File: src/rtl/pdt_pkg.sv
// Shared widths, register indexes and reset values for the drive-to-target controller.
package pdt_pkg;

  localparam int unsigned GAIN_W     = 16;
  localparam int unsigned CNT_W      = $clog2(GAIN_W);
  localparam int unsigned CFG_IDX_W  = 3;
  localparam int unsigned CFG_DATA_W = 16;
  localparam int unsigned SPEED_W    = 7;
  localparam int unsigned TOL_W      = 16;
  localparam int unsigned HEAD_W     = 16;
  localparam int unsigned ELAPSED_W  = 8;
  localparam int unsigned TIME_W     = 16;
  localparam int unsigned HGAIN_W    = 8;
  localparam int unsigned DRIVE_W    = 9;
  localparam int unsigned HDIFF_W    = HEAD_W + 1;
  localparam int unsigned HPROD_W    = HDIFF_W + HGAIN_W + 1;
  localparam int unsigned LSUM_W     = HPROD_W + 1;
  localparam int unsigned NUM_W      = 23;
  localparam int unsigned QUO_W      = 7;
  localparam int unsigned PID_W      = SPEED_W + 1;

  localparam logic [CFG_IDX_W-1:0] REG_GAIN_P       = 3'd0;
  localparam logic [CFG_IDX_W-1:0] REG_GAIN_I       = 3'd1;
  localparam logic [CFG_IDX_W-1:0] REG_GAIN_D       = 3'd2;
  localparam logic [CFG_IDX_W-1:0] REG_WINDOW       = 3'd3;
  localparam logic [CFG_IDX_W-1:0] REG_RAMP_MS      = 3'd4;
  localparam logic [CFG_IDX_W-1:0] REG_SETTLE_MS    = 3'd5;
  localparam logic [CFG_IDX_W-1:0] REG_TIMEOUT_MS   = 3'd6;
  localparam logic [CFG_IDX_W-1:0] REG_HEADING_GAIN = 3'd7;

  localparam logic KIND_START = 1'b0;

  localparam logic [GAIN_W-1:0]  RST_GAIN_P       = 16'd860;
  localparam logic [GAIN_W-1:0]  RST_GAIN_I       = 16'd0;
  localparam logic [GAIN_W-1:0]  RST_GAIN_D       = 16'd0;
  localparam logic [TIME_W-1:0]  RST_WINDOW       = 16'd30;
  localparam logic [TIME_W-1:0]  RST_RAMP_MS      = 16'd500;
  localparam logic [TIME_W-1:0]  RST_SETTLE_MS    = 16'd100;
  localparam logic [TIME_W-1:0]  RST_TIMEOUT_MS   = 16'd5000;
  localparam logic [HGAIN_W-1:0] RST_HEADING_GAIN = 8'd1;

  localparam logic signed [DRIVE_W-1:0] DRIVE_MAX = 9'sd255;

endpackage

File: src/rtl/pid_drive_to_target.sv
// Drive-to-target PID controller with bit-serial gain multiplier and ramp divider.
//
// Channels: an input request (kind plus start or tick fields) on in_valid_i/in_ready_o,
// one result request per input on out_valid_o/out_ready_i, and a register write port
// (cfg_index_i, cfg_data_i) that is always ready and must only be used while idle.
// Start requests and ticks with no move armed go from idle straight to the output state.
// A tick of an armed move passes through the error, absolute value and compare steps,
// three passes of the serial multiplier (P, I, D terms, one gain bit per cycle), the
// truncation and clamp, then, while the start ramp is in effect, a restoring divider,
// one quotient bit per cycle, and last the drive step before the output state.
// One request is worked on at a time; the next is accepted once the result has been
// moved to the output register, even if the receiver has not yet taken it.
// If the receiver stalls, the result holds and a finished request waits in its last
// state until the output register is free.
// Reset clears the move state and the result register and restores the register
// defaults; no clearing pass is needed.
module pid_drive_to_target
  import pdt_pkg::*;
#(
  parameter int unsigned POSITION_BITS      = 24,
  parameter int unsigned GAIN_FRACTION_BITS = 12
) (
  input  logic                            clk_i,
  input  logic                            rst_ni,
  input  logic                            cfg_valid_i,
  output logic                            cfg_ready_o,
  input  logic [CFG_IDX_W-1:0]            cfg_index_i,
  input  logic [CFG_DATA_W-1:0]           cfg_data_i,
  input  logic                            in_valid_i,
  output logic                            in_ready_o,
  input  logic                            kind_i,
  input  logic signed [POSITION_BITS-1:0] target_position_i,
  input  logic [SPEED_W-1:0]              speed_limit_i,
  input  logic [TOL_W-1:0]                tolerance_i,
  input  logic signed [HEAD_W-1:0]        heading_reference_i,
  input  logic [ELAPSED_W-1:0]            elapsed_ms_i,
  input  logic signed [POSITION_BITS-1:0] measured_position_i,
  input  logic signed [HEAD_W-1:0]        measured_heading_i,
  output logic                            out_valid_o,
  input  logic                            out_ready_i,
  output logic signed [DRIVE_W-1:0]       left_drive_o,
  output logic signed [DRIVE_W-1:0]       right_drive_o,
  output logic                            on_target_o,
  output logic                            finished_o,
  output logic                            timed_out_o
);

  localparam int unsigned PB    = POSITION_BITS;
  localparam int unsigned FB    = GAIN_FRACTION_BITS;
  localparam int unsigned ERR_W = PB + 1;
  localparam int unsigned DIF_W = PB + 2;
  localparam int unsigned SUM_W = PB + 2;
  localparam int unsigned ACC_W = PB + GAIN_W + 3;
  localparam int unsigned OUT_W = ACC_W - FB;

  localparam logic [CNT_W-1:0] MUL_LAST = CNT_W'(GAIN_W - 1);
  localparam logic [CNT_W-1:0] DIV_LAST = CNT_W'(QUO_W - 1);

  localparam logic signed [SUM_W-1:0] POS_MAX = {3'b000, {(PB-1){1'b1}}};
  localparam logic signed [SUM_W-1:0] POS_MIN = {3'b111, {(PB-1){1'b0}}};

  typedef enum logic [3:0] {
    S_IDLE, S_ERR, S_ABS, S_CMP, S_MUL_P, S_PTRUNC, S_MUL_I, S_MUL_D,
    S_OTRUNC, S_CLAMP, S_DIV, S_DRIVE, S_OUT
  } state_e;

  state_e state_q;

  // registers
  logic [GAIN_W-1:0]  gain_p_q, gain_i_q, gain_d_q;
  logic [TIME_W-1:0]  window_q, ramp_q, settle_ms_q, timeout_q;
  logic [HGAIN_W-1:0] hgain_q;

  // move state
  logic                      active_q, inside_q;
  logic signed [PB-1:0]      goal_q, esum_q;
  logic signed [ERR_W-1:0]   prev_q;
  logic [SPEED_W-1:0]        limit_q;
  logic [TOL_W-1:0]          band_q;
  logic signed [HEAD_W-1:0]  hold_q;
  logic [TIME_W-1:0]         move_time_q, settle_time_q;
  logic signed [DRIVE_W-1:0] last_left_q, last_right_q;
  logic                      res_ont_q, res_fin_q, res_tmo_q;
  logic [CNT_W-1:0]          cnt_q;

  // result register
  logic                      out_valid_q;
  logic signed [DRIVE_W-1:0] out_left_q, out_right_q;
  logic                      out_ont_q, out_fin_q, out_tmo_q;

  // datapath
  logic signed [PB-1:0]      pos_q;
  logic signed [HEAD_W-1:0]  head_q;
  logic [ELAPSED_W-1:0]      el_q;
  logic signed [ERR_W-1:0]   err_q;
  logic [ERR_W-1:0]          aerr_q;
  logic signed [DIF_W-1:0]   d_q;
  logic signed [SUM_W-1:0]   sum_raw_q;
  logic signed [HDIFF_W-1:0] hdiff_q;
  logic signed [HPROD_W-1:0] hprod_q;
  logic signed [ACC_W-1:0]   acc_q, mcand_q;
  logic [GAIN_W-1:0]         mplr_q;
  logic signed [OUT_W-1:0]   o_q;
  logic signed [PID_W-1:0]   pid_q;
  logic                      ramp_on_q;
  logic [NUM_W-1:0]          rem_q, dvs_q;
  logic [QUO_W-1:0]          quo_q;

  logic                      in_acc;
  logic                      out_free;
  logic [TIME_W:0]           mt_sum, st_sum;
  logic [TIME_W-1:0]         mt_d, st_d;
  logic signed [ERR_W-1:0]   err_d;
  logic [ERR_W-1:0]          aerr_d;
  logic signed [DIF_W-1:0]   d_d;
  logic signed [SUM_W-1:0]   sum_raw_d, sum_sat;
  logic signed [HPROD_W-1:0] hprod_d;
  logic                      inside_d, win_d;
  logic signed [ACC_W-1:0]   acc_step, acc_fl, acc_tz;
  logic                      acc_adj;
  logic signed [OUT_W-1:0]   lim_ext;
  logic signed [PID_W-1:0]   pid_d, o_fin;
  logic                      goal_neg, goal_pos, ramp_on_d;
  logic [NUM_W-1:0]          mt_ext, num_d;
  logic                      div_ge;
  logic signed [LSUM_W-1:0]  left_sum;
  logic signed [DRIVE_W-1:0] left_sat, left_d, right_d, o_drv;
  logic                      tmo_d, fin_d;

  assign cfg_ready_o = 1'b1;
  assign in_ready_o  = (state_q == S_IDLE);
  assign in_acc      = in_valid_i && in_ready_o;
  assign out_free    = !out_valid_q || out_ready_i;

  assign out_valid_o   = out_valid_q;
  assign left_drive_o  = out_left_q;
  assign right_drive_o = out_right_q;
  assign on_target_o   = out_ont_q;
  assign finished_o    = out_fin_q;
  assign timed_out_o   = out_tmo_q;

  assign mt_sum = {1'b0, move_time_q} + (TIME_W+1)'(el_q);
  assign st_sum = {1'b0, settle_time_q} + (TIME_W+1)'(el_q);
  assign mt_d   = mt_sum[TIME_W] ? '1 : mt_sum[TIME_W-1:0];
  assign st_d   = st_sum[TIME_W] ? '1 : st_sum[TIME_W-1:0];
  assign err_d  = ERR_W'(goal_q) - ERR_W'(pos_q);

  assign aerr_d    = err_q[ERR_W-1] ? $unsigned(-err_q) : $unsigned(err_q);
  assign d_d       = DIF_W'(err_q) - DIF_W'(prev_q);
  assign sum_raw_d = SUM_W'(esum_q) + SUM_W'(err_q);
  assign hprod_d   = HPROD_W'($signed({1'b0, hgain_q})) * HPROD_W'(hdiff_q);

  assign inside_d = aerr_q <= ERR_W'(band_q);
  assign win_d    = (err_q != '0) && (aerr_q < ERR_W'(window_q));
  assign sum_sat  = (sum_raw_q > POS_MAX) ? POS_MAX :
                    (sum_raw_q < POS_MIN) ? POS_MIN : sum_raw_q;

  assign acc_step = acc_q + (mplr_q[0] ? mcand_q : '0);
  assign acc_fl   = acc_q >>> FB;
  assign acc_adj  = acc_q[ACC_W-1] && (acc_q[FB-1:0] != '0);
  assign acc_tz   = acc_fl + ACC_W'(acc_adj);

  assign lim_ext = $signed(OUT_W'(limit_q));

  always_comb begin
    if (o_q > lim_ext) begin
      pid_d = lim_ext[PID_W-1:0];
    end else if (o_q < -lim_ext) begin
      pid_d = PID_W'(-lim_ext);
    end else begin
      pid_d = o_q[PID_W-1:0];
    end
  end

  assign goal_neg  = goal_q[PB-1];
  assign goal_pos  = !goal_neg && (goal_q != '0);
  assign ramp_on_d = goal_pos && (move_time_q < ramp_q);
  assign mt_ext    = NUM_W'(move_time_q);
  assign num_d     = (mt_ext << 6) + (mt_ext << 5) + (mt_ext << 2);
  assign div_ge    = rem_q >= dvs_q;

  assign o_fin    = ramp_on_q ? $signed({1'b0, quo_q}) : pid_q;
  assign o_drv    = DRIVE_W'(o_fin);
  assign left_sum = LSUM_W'(o_fin) + LSUM_W'(hprod_q);
  assign left_sat = (left_sum > LSUM_W'(DRIVE_MAX))  ? DRIVE_MAX :
                    (left_sum < -LSUM_W'(DRIVE_MAX)) ? -DRIVE_MAX :
                    left_sum[DRIVE_W-1:0];
  assign left_d   = goal_pos ? left_sat : (goal_neg ? o_drv : last_left_q);
  assign right_d  = (goal_pos || goal_neg) ? o_drv : last_right_q;
  assign tmo_d    = move_time_q > timeout_q;
  assign fin_d    = !tmo_d && inside_q && (settle_time_q >= settle_ms_q);

  always_ff @(posedge clk_i or negedge rst_ni) begin
    if (!rst_ni) begin
      gain_p_q    <= RST_GAIN_P;
      gain_i_q    <= RST_GAIN_I;
      gain_d_q    <= RST_GAIN_D;
      window_q    <= RST_WINDOW;
      ramp_q      <= RST_RAMP_MS;
      settle_ms_q <= RST_SETTLE_MS;
      timeout_q   <= RST_TIMEOUT_MS;
      hgain_q     <= RST_HEADING_GAIN;
    end else if (cfg_valid_i && cfg_ready_o) begin
      case (cfg_index_i)
        REG_GAIN_P:       gain_p_q    <= cfg_data_i;
        REG_GAIN_I:       gain_i_q    <= cfg_data_i;
        REG_GAIN_D:       gain_d_q    <= cfg_data_i;
        REG_WINDOW:       window_q    <= cfg_data_i;
        REG_RAMP_MS:      ramp_q      <= cfg_data_i;
        REG_SETTLE_MS:    settle_ms_q <= cfg_data_i;
        REG_TIMEOUT_MS:   timeout_q   <= cfg_data_i;
        REG_HEADING_GAIN: hgain_q     <= cfg_data_i[HGAIN_W-1:0];
        default: ;
      endcase
    end
  end

  always_ff @(posedge clk_i or negedge rst_ni) begin
    if (!rst_ni) begin
      state_q       <= S_IDLE;
      active_q      <= 1'b0;
      inside_q      <= 1'b0;
      goal_q        <= '0;
      esum_q        <= '0;
      prev_q        <= '0;
      limit_q       <= '0;
      band_q        <= '0;
      hold_q        <= '0;
      move_time_q   <= '0;
      settle_time_q <= '0;
      last_left_q   <= '0;
      last_right_q  <= '0;
      res_ont_q     <= 1'b0;
      res_fin_q     <= 1'b0;
      res_tmo_q     <= 1'b0;
      cnt_q         <= '0;
      out_valid_q   <= 1'b0;
      out_left_q    <= '0;
      out_right_q   <= '0;
      out_ont_q     <= 1'b0;
      out_fin_q     <= 1'b0;
      out_tmo_q     <= 1'b0;
    end else begin
      if (out_valid_q && out_ready_i && (state_q != S_OUT)) begin
        out_valid_q <= 1'b0;
      end
      case (state_q)
        S_IDLE: begin
          if (in_acc) begin
            res_ont_q <= 1'b0;
            res_fin_q <= 1'b0;
            res_tmo_q <= 1'b0;
            if (kind_i == KIND_START) begin
              goal_q        <= target_position_i;
              limit_q       <= speed_limit_i;
              band_q        <= tolerance_i;
              hold_q        <= heading_reference_i;
              move_time_q   <= '0;
              settle_time_q <= '0;
              esum_q        <= '0;
              prev_q        <= '0;
              inside_q      <= 1'b0;
              active_q      <= 1'b1;
              state_q       <= S_OUT;
            end else if (active_q) begin
              state_q <= S_ERR;
            end else begin
              state_q <= S_OUT;
            end
          end
        end
        S_ERR: begin
          move_time_q   <= mt_d;
          settle_time_q <= st_d;
          state_q       <= S_ABS;
        end
        S_ABS: begin
          prev_q  <= err_q;
          state_q <= S_CMP;
        end
        S_CMP: begin
          inside_q <= inside_d;
          if (!inside_d) begin
            settle_time_q <= '0;
          end
          esum_q  <= win_d ? sum_sat[PB-1:0] : '0;
          cnt_q   <= '0;
          state_q <= S_MUL_P;
        end
        S_MUL_P: begin
          cnt_q <= cnt_q + 1'b1;
          if (cnt_q == MUL_LAST) begin
            state_q <= S_PTRUNC;
          end
        end
        S_PTRUNC: begin
          cnt_q   <= '0;
          state_q <= S_MUL_I;
        end
        S_MUL_I: begin
          cnt_q <= cnt_q + 1'b1;
          if (cnt_q == MUL_LAST) begin
            state_q <= S_MUL_D;
          end
        end
        S_MUL_D: begin
          cnt_q <= cnt_q + 1'b1;
          if (cnt_q == MUL_LAST) begin
            state_q <= S_OTRUNC;
          end
        end
        S_OTRUNC: begin
          state_q <= S_CLAMP;
        end
        S_CLAMP: begin
          cnt_q   <= '0;
          state_q <= ramp_on_d ? S_DIV : S_DRIVE;
        end
        S_DIV: begin
          cnt_q <= cnt_q + 1'b1;
          if (cnt_q == DIV_LAST) begin
            state_q <= S_DRIVE;
          end
        end
        S_DRIVE: begin
          res_ont_q <= inside_q;
          res_fin_q <= fin_d;
          res_tmo_q <= tmo_d;
          if (tmo_d || fin_d) begin
            last_left_q  <= '0;
            last_right_q <= '0;
            active_q     <= 1'b0;
          end else begin
            last_left_q  <= left_d;
            last_right_q <= right_d;
          end
          state_q <= S_OUT;
        end
        S_OUT: begin
          if (out_free) begin
            out_valid_q <= 1'b1;
            out_left_q  <= last_left_q;
            out_right_q <= last_right_q;
            out_ont_q   <= res_ont_q;
            out_fin_q   <= res_fin_q;
            out_tmo_q   <= res_tmo_q;
            state_q     <= S_IDLE;
          end
        end
        default: state_q <= S_IDLE;
      endcase
    end
  end

  always_ff @(posedge clk_i) begin
    case (state_q)
      S_IDLE: begin
        pos_q  <= measured_position_i;
        head_q <= measured_heading_i;
        el_q   <= elapsed_ms_i;
      end
      S_ERR: begin
        err_q   <= err_d;
        hdiff_q <= HDIFF_W'(hold_q) - HDIFF_W'(head_q);
      end
      S_ABS: begin
        aerr_q    <= aerr_d;
        d_q       <= d_d;
        sum_raw_q <= sum_raw_d;
        hprod_q   <= hprod_d;
      end
      S_CMP: begin
        acc_q   <= '0;
        mcand_q <= ACC_W'(err_q);
        mplr_q  <= gain_p_q;
      end
      S_MUL_P: begin
        acc_q   <= acc_step;
        mcand_q <= mcand_q <<< 1;
        mplr_q  <= mplr_q >> 1;
      end
      S_PTRUNC: begin
        acc_q   <= acc_tz <<< FB;
        mcand_q <= ACC_W'(esum_q);
        mplr_q  <= gain_i_q;
      end
      S_MUL_I: begin
        acc_q <= acc_step;
        if (cnt_q == MUL_LAST) begin
          mcand_q <= ACC_W'(d_q);
          mplr_q  <= gain_d_q;
        end else begin
          mcand_q <= mcand_q <<< 1;
          mplr_q  <= mplr_q >> 1;
        end
      end
      S_MUL_D: begin
        acc_q   <= acc_step;
        mcand_q <= mcand_q <<< 1;
        mplr_q  <= mplr_q >> 1;
      end
      S_OTRUNC: begin
        o_q <= acc_tz[OUT_W-1:0];
      end
      S_CLAMP: begin
        pid_q     <= pid_d;
        ramp_on_q <= ramp_on_d;
        rem_q     <= num_d;
        dvs_q     <= {1'b0, ramp_q, 6'b0};
        quo_q     <= '0;
      end
      S_DIV: begin
        if (div_ge) begin
          rem_q <= rem_q - dvs_q;
        end
        dvs_q <= dvs_q >> 1;
        quo_q <= {quo_q[QUO_W-2:0], div_ge};
      end
      default: ;
    endcase
  end

endmodule

File: config.mk
export PLATFORM = sky130hd
export DESIGN_NAME = pid_drive_to_target
export DESIGN_NICKNAME = d
export VERILOG_FILES = /design/src/rtl/pdt_pkg.sv /design/src/rtl/pid_drive_to_target.sv
export SDC_FILE = /design/constraint.sdc
export NUM_CORES = 2
export LEC_CHECK = 0
export BUFFER_PORTS_ARGS = -buffer_cell sky130_fd_sc_hd__buf_2
export CAP_MARGIN = 25
export CORE_MARGIN = 2
export CORE_UTILIZATION = 30
export DETAILED_ROUTE_END_ITERATION = 12
export MAX_ROUTING_LAYER = met4
export SLEW_MARGIN = 20
export SYNTH_ARGS = -nofsm -noshare
export SYNTH_HDL_FRONTEND = slang
export SYNTH_SLANG_ARGS = --single-unit
File: constraint.sdc
create_clock -name clk_i -period 6.15 [get_ports clk_i]
set_input_delay 0.615 -clock clk_i [delete_from_list [all_inputs] [get_ports clk_i]]
set_output_delay 0.615 -clock clk_i [all_outputs]
set_load 0.005 [all_outputs]
# Word-level counts from Yosys, hierarchy flattened
# Index checks and enable logic that the tools add are counted.
[totals] input_bits=136 reg_bits=705 elab_cells=229 out_inout_bits=24
[classes] bitwise=1 mux=62 n_eq_ne=32 reduce_logical=55 multipliers=1 addsub=15 magnitude_cmp=12
[op_table] operator="43-bit case mux with 4 select lines" n=1
[op_table] operator="24-bit two-way mux" n=6
[op_table] operator="43-bit case mux with 3 select lines" n=1
[op_table] operator="16-bit two-way mux" n=6
[op_table] operator="23-bit case mux with 2 select lines" n=2
[op_table] operator="43-bit two-way mux" n=2
[op_table] operator="16-bit case mux with 4 select lines" n=1
[op_table] operator="9-bit two-way mux" n=7
[op_table] operator="4-bit case mux with 13 select lines" n=1
[op_table] operator="25-bit two-way mux" n=2
[op_table] operator="25-bit case mux with 2 select lines" n=1
[op_table] operator="16-bit case mux with 3 select lines" n=1
[op_table] operator="24-bit case mux with 2 select lines" n=1
[op_table] operator="43-bit adder" n=1
[op_table] operator="16-bit by 8-bit adder with 17-bit output" n=2
[op_table] operator="4-bit two-way mux" n=8
[op_table] operator="16-bit case mux with 2 select lines" n=1
[op_table] operator="31-bit by 2-bit adder with 31-bit output" n=1
[op_table] operator="31-bit by 8-bit greater-than comparator with 1-bit output" n=1
[op_table] operator="31-bit < comparator" n=1
[op_table] operator="7-bit negation with 31-bit output" n=1
[op_table] operator="8-bit by 26-bit adder with 27-bit output" n=1
[op_table] operator="27-bit by 9-bit greater-than comparator with 1-bit output, second input constant" n=1
[op_table] operator="27-bit by 9-bit < comparator with 1-bit output, second input constant" n=1
[op_table] operator="54 further kinds" n=127

# Longest topological paths before layout
[depth] ltp_word=7 mapped_depth=23 depth_no_buf=21

# Worst setup path after synthesis
# Ideal clock, no wire load.
[synth_timing] path_kind="register -> register" start="reg hgain_q[0]" end="reg hprod_q[24] (data pin)" stages_incl_launch_ff=21 setup_ns=0.258 t_arrival_ns=4.920 setup_slack_ns=0.972 cell_sequence="dfstp_2 -> clkbuf_1 -> clkbuf_1 -> nand2_1 -> fa_1 -> inv_1 -> fa_1 -> inv_1 -> fa_1 -> fa_1 -> inv_1 -> ha_1 -> o21ai_0 -> a21oi_1 -> o21ai_0 -> o2111ai_1 -> a31oi_1 -> a21oi_1 -> a21o_1 -> a21oi_1 -> xnor2_1"
[synth_between] elab_chain_len=1
[synth_lines] item="start: declaration" line_no="pid_drive_to_target.sv:72" source="logic [HGAIN_W-1:0] hgain_q;"
[synth_lines] item="start signal: assignment" line_no="pid_drive_to_target.sv:212" source="REG_HEADING_GAIN: hgain_q <= cfg_data_i[HGAIN_W-1:0];"
[synth_lines] item="9-bit by 17-bit multiplier with 26-bit output" line_no="pid_drive_to_target.sv:151" source="assign hprod_d = HPROD_W'($signed({1'b0, hgain_q})) * HPROD_W'(hdiff_q);"
[synth_lines] item="named net hprod_d[24]" line_no="pid_drive_to_target.sv:117" source="logic signed [HPROD_W-1:0] hprod_d;"
[synth_lines] item="end signal: assignment" line_no="pid_drive_to_target.sv:370" source="hprod_q <= hprod_d;"
[synth_lines] item="end: declaration" line_no="pid_drive_to_target.sv:100" source="logic signed [HPROD_W-1:0] hprod_q;"
# The timed path passes the listed nets, and every way through them passes these cells.
# A chain may end at the register's enable or synchronous reset.

# Final worst setup path
[layout_timing] start="reg hgain_q[2]" end="reg hprod_q[24] (data pin)"
# Same word-level chain as after synthesis.

==> flow_metrics.py <==
metrics = {
    "outcome": {
        "status": "finished, final reports clean",
    },
    "timing": {
        "fin_crit_sh_pct": 92.4,
        "fmax_ghz": 0.176,
        "fin_worst_skew_ns": 0.0357,
        "holdWs_ns": 0.0892,
        "fin_tns_setup_ns": 0,
        "rsz0062_at_grt": "false",
        "slew_headroom_pct": 31.7,
        "hold_violations": 0,
        "slew_viol_final": 0,
        "fin_crit_ns": 5.68,
        "finalSetupViolCount": 0,
        "worst_pin_slew_ns": 1.02,
    },
    "yosys": {
        "synth-seq-cells": 702,
        "postSynth.asyncResetShare_pct": 44.9,
        "syn_avg_cell_area_sq_um": 9.91,
        "postSynthCellCount": 4701,
        "syn_nets": 5344,
        "synth_area_sq_um": 46600,
        "synth_cell_types": 91,
        "yosysWarningCount": 0,
        "synth_top_flop_cell": "edfxtp_1",
        "synth_edf_count": 387,
        "seq_area_frac_synth_pct": 41.9,
    },
    "job": {
        "cap_violations": 0,
    },
    "grt": {
        "grt_pass1_wl_um": 200000,
        "antenna_found_initial": 12,
        "grt_overflow": 0,
        "grt_pass1_vias": 35300,
        "track_usage_pct": 16.5,
        "grt_max_degree": 96,
    },
    "cells_and_area": {
        "fin_area_sq_um": 52600,
        "fin_nets": 5470,
        "regArea_sq_um": 19500,
        "stdcell_count": 6945,
        "area_growth_syn_to_layout_pct": 12.8,
        "drive_above_1_share_pct": 11.4,
        "fillers": 15600,
        "multiInputGateArea_sq_um": 24900,
    },
    "floorplan": {
        "rows": 144,
        "fp.dieArea_sq_um": 158000,
        "ios": 160,
        "die_w_um": 398,
        "core-area_sq_um": 154000,
        "die_h_um": 398,
        "initial_core_util_pct": 30.2,
    },
    "power_and_ir_drop": {
        "power_switching_mw": 5.20,
        "p_per_area_nw_per_um2": 301,
        "seqPwrFrac_pct": 37.6,
        "pwr-share-comb_pct": 31.3,
        "p_leak_nw": 22.9,
        "clockPowerShare_pct": 31.1,
        "peakVddDrop_mv": 0.366,
        "swShare_pct": 32.9,
        "p_int_mw": 10.6,
    },
    "drt": {
        "drt_iter0_markers": 2338,
        "drt_first_pass_iters": 5,
        "drtAntennaViolNets": 0,
        "vias": 34900,
        "post_drt_wl_per_cell_um": 18.1,
        "post-route-drc-count": 0,
        "drt_wl_total_um": 126000,
        "vias_per_cell": 5.03,
    },
    "worst_setup_path": {
        "crit_required_ns": 6.58,
        "critPathCaptureType": "register",
        "arrival_ns": 6.11,
        "critPathMaxFanout": 18,
        "worst_setup_path_start_kind": "register",
        "path_class": "register to register",
    },
    "clock_tree": {
        "cts_resized": 0,
        "htreeDepth": 3,
        "cts-root-buf": "clkbuf_16",
        "path_clk_slew_ns": 0.06,
        "worstSkewPairLatency_ns": 0.70,
        "ctsLongestPathBuffers": 3,
        "postCtsSetupRepairBufs": 0,
        "cts_sinks": 702,
        "cts_tree": "yes",
        "cts_hold_buf": 1,
        "cts_buffers": 79,
    },
    "hold_path": {
        "hp-class": "input port to register",
    },
    "place": {
        "routabilityCongestion": 0.867,
        "place_inst": 6784,
        "placed_area_sq_um": 49800,
        "hpwlAfterDp_um": 93200,
        "portBuffers": 158,
    },
}
-- power groups by stage --
stage | logic, mW | registers (mW) | clock network, mW
detailed placement | 4.97 | 6.04 | 0
global route | 5.71 | 6.01 | 5.23
floorplan | 3.94 | 5.88 | 0
global placement | 4.87 | 6.03 | 0
CTS | 5.00 | 5.95 | 5.05
finish | 4.95 | 5.95 | 4.93
-- worst max-delay path, cell delays in order, from the launching register on --
cell	delay [ns]
dfrtp_1	0.80
nand2_1	0.17
fa_1	0.57
inv_1	0.06
fa_1	0.48
ha_1	0.29
inv_1	0.05
fa_1	0.53
inv_1	0.05
ha_1	0.33
nor2b_1	0.15
o21ai_0	0.21
a21oi_1	0.13
o21ai_0	0.47
o2111ai_1	0.30
a31oi_1	0.27
a21oi_1	0.14
a21o_1	0.19
a21oi_1	0.16
xnor2_1	0.08
-- cells in the final DEF (no fill, tap or decap), types with 17 or more instances in the layout --
cell type	count
a22o_1	17
xor2_1	69
buf_2	157
inv_1	410
dfrtp_1	290
o31ai_1	45
a211oi_1	37
o21a_1	47
nand2_1	561
and2_1	144
fa_1	130
nand3_1	77
nand4_1	51
dfstp_2	25
a31oi_1	38
or3_1	20
nand2b_1	37
o21ai_0	270
a21o_1	109
a21oi_1	279
o21bai_1	23
or2_2	17
o22ai_1	34
xnor2_1	173
edfxtp_1	387
buf_4	45
and3_1	38
a221oi_1	24
nor3_1	69
ha_1	377
nor2_1	273
nor4_1	42
clkbuf_16	82
clkbuf_1	24
mux2_2	135
nor2b_1	50
o211ai_1	18
-- cells by family after synthesis --
| logic type | after synthesis | share of synthesized area (%) |
|---|---|---|
| XOR/XNOR | 243 | 4.58 |
| flip-flops | 702 | 41.9 |
| multiplexers | 151 | 3.61 |
| AND/OR/NAND/NOR | 1446 | 14.7 |
| adder cells (fa/ha/maj) | 509 | 15.8 |
| other | 1 | 0.00805 |
| AO/OA/AOI/OAI | 1067 | 14.6 |
| buffers and inverters | 582 | 4.79 |
-- worst paths after layout --
kind | startpoint | depth (start not counted) | to | slack, ns
max in group asynchronous | rst_ni | 3 | timeout_q[2]$_DFFE_PN0P_ | 4.45
min | measured_position_i[17] | 1 | pos_q[17]$_DFFE_PP_ | 0.09
min in group asynchronous | rst_ni | 2 | esum_q[22]$_DFFE_PN0P_ | 0.50
max reg2reg | hgain_q[2]$_DFFE_PN0P_ | 19 | hprod_q[24]$_DFFE_PN_ | 0.47
min reg2reg | hold_q[10]$_DFFE_PN0P_ | 2 | hold_q[10]$_DFFE_PN0P_ | 0.49
max | hgain_q[2]$_DFFE_PN0P_ | 19 | hprod_q[24]$_DFFE_PN_ | 0.47
-- flip-flops by register name (all words and copies together), names as in the netlist, 22 cells and up --
register,flops
d_q,26
sum_raw_q,26
esum_q,24
dvs_q,22
o_q,31
hprod_q,26
pos_q,24
acc_q,43
rem_q,23
aerr_q,25
goal_q,24
prev_q,25
err_q,25
mcand_q,43
-- Yosys cell counts (135+ instances only) --
cell	number	share of area, %
xnor2_1	173	3.3
dfrtp_1	290	16
clkbuf_1	143	1.2
a21oi_1	279	3.0
and2_1	144	1.9
mux2_2	135	3.3
nand2_1	564	4.5
edfxtp_1	387	25
o21ai_0	271	2.9
nor2_1	277	2.2
inv_1	411	3.3
ha_1	377	10
-- routing by layer --
layer  routed length (um)  part of all wire (%)  vias up  track usage [%]
li1                     -                     -    16900                -
met1                56900                    45    17100             21.3
met2                60200                    48      787             27.0
met3                 6260                   5.0      159             2.40
met4                 2620                   2.1        0             4.06
met5                    0                     0        -                -
-- layout make-up --
cell class                 count  area share, %
multi-input combinational   3417           47.4
inverter                     413           2.95
timing repair buffer         214           2.48
sequential                   702           37.2
clock inverter                37          0.864
tap                         2044           4.87
antenna                        7         0.0333
clock buffer                 111           4.21
-- stage by stage --
stage                     power (mW)  setup slack [ns]  utilization, %
after floorplan                 9.82             0.972               -
after global placement          10.9             0.598            32.2
after detailed placement        11.0             0.521            32.3
after CTS                       16.0             0.503            34.0
after global routing            16.9            0.0634            34.1
final                           15.8             0.467            34.1
Power figures use the tool's default switching activity.
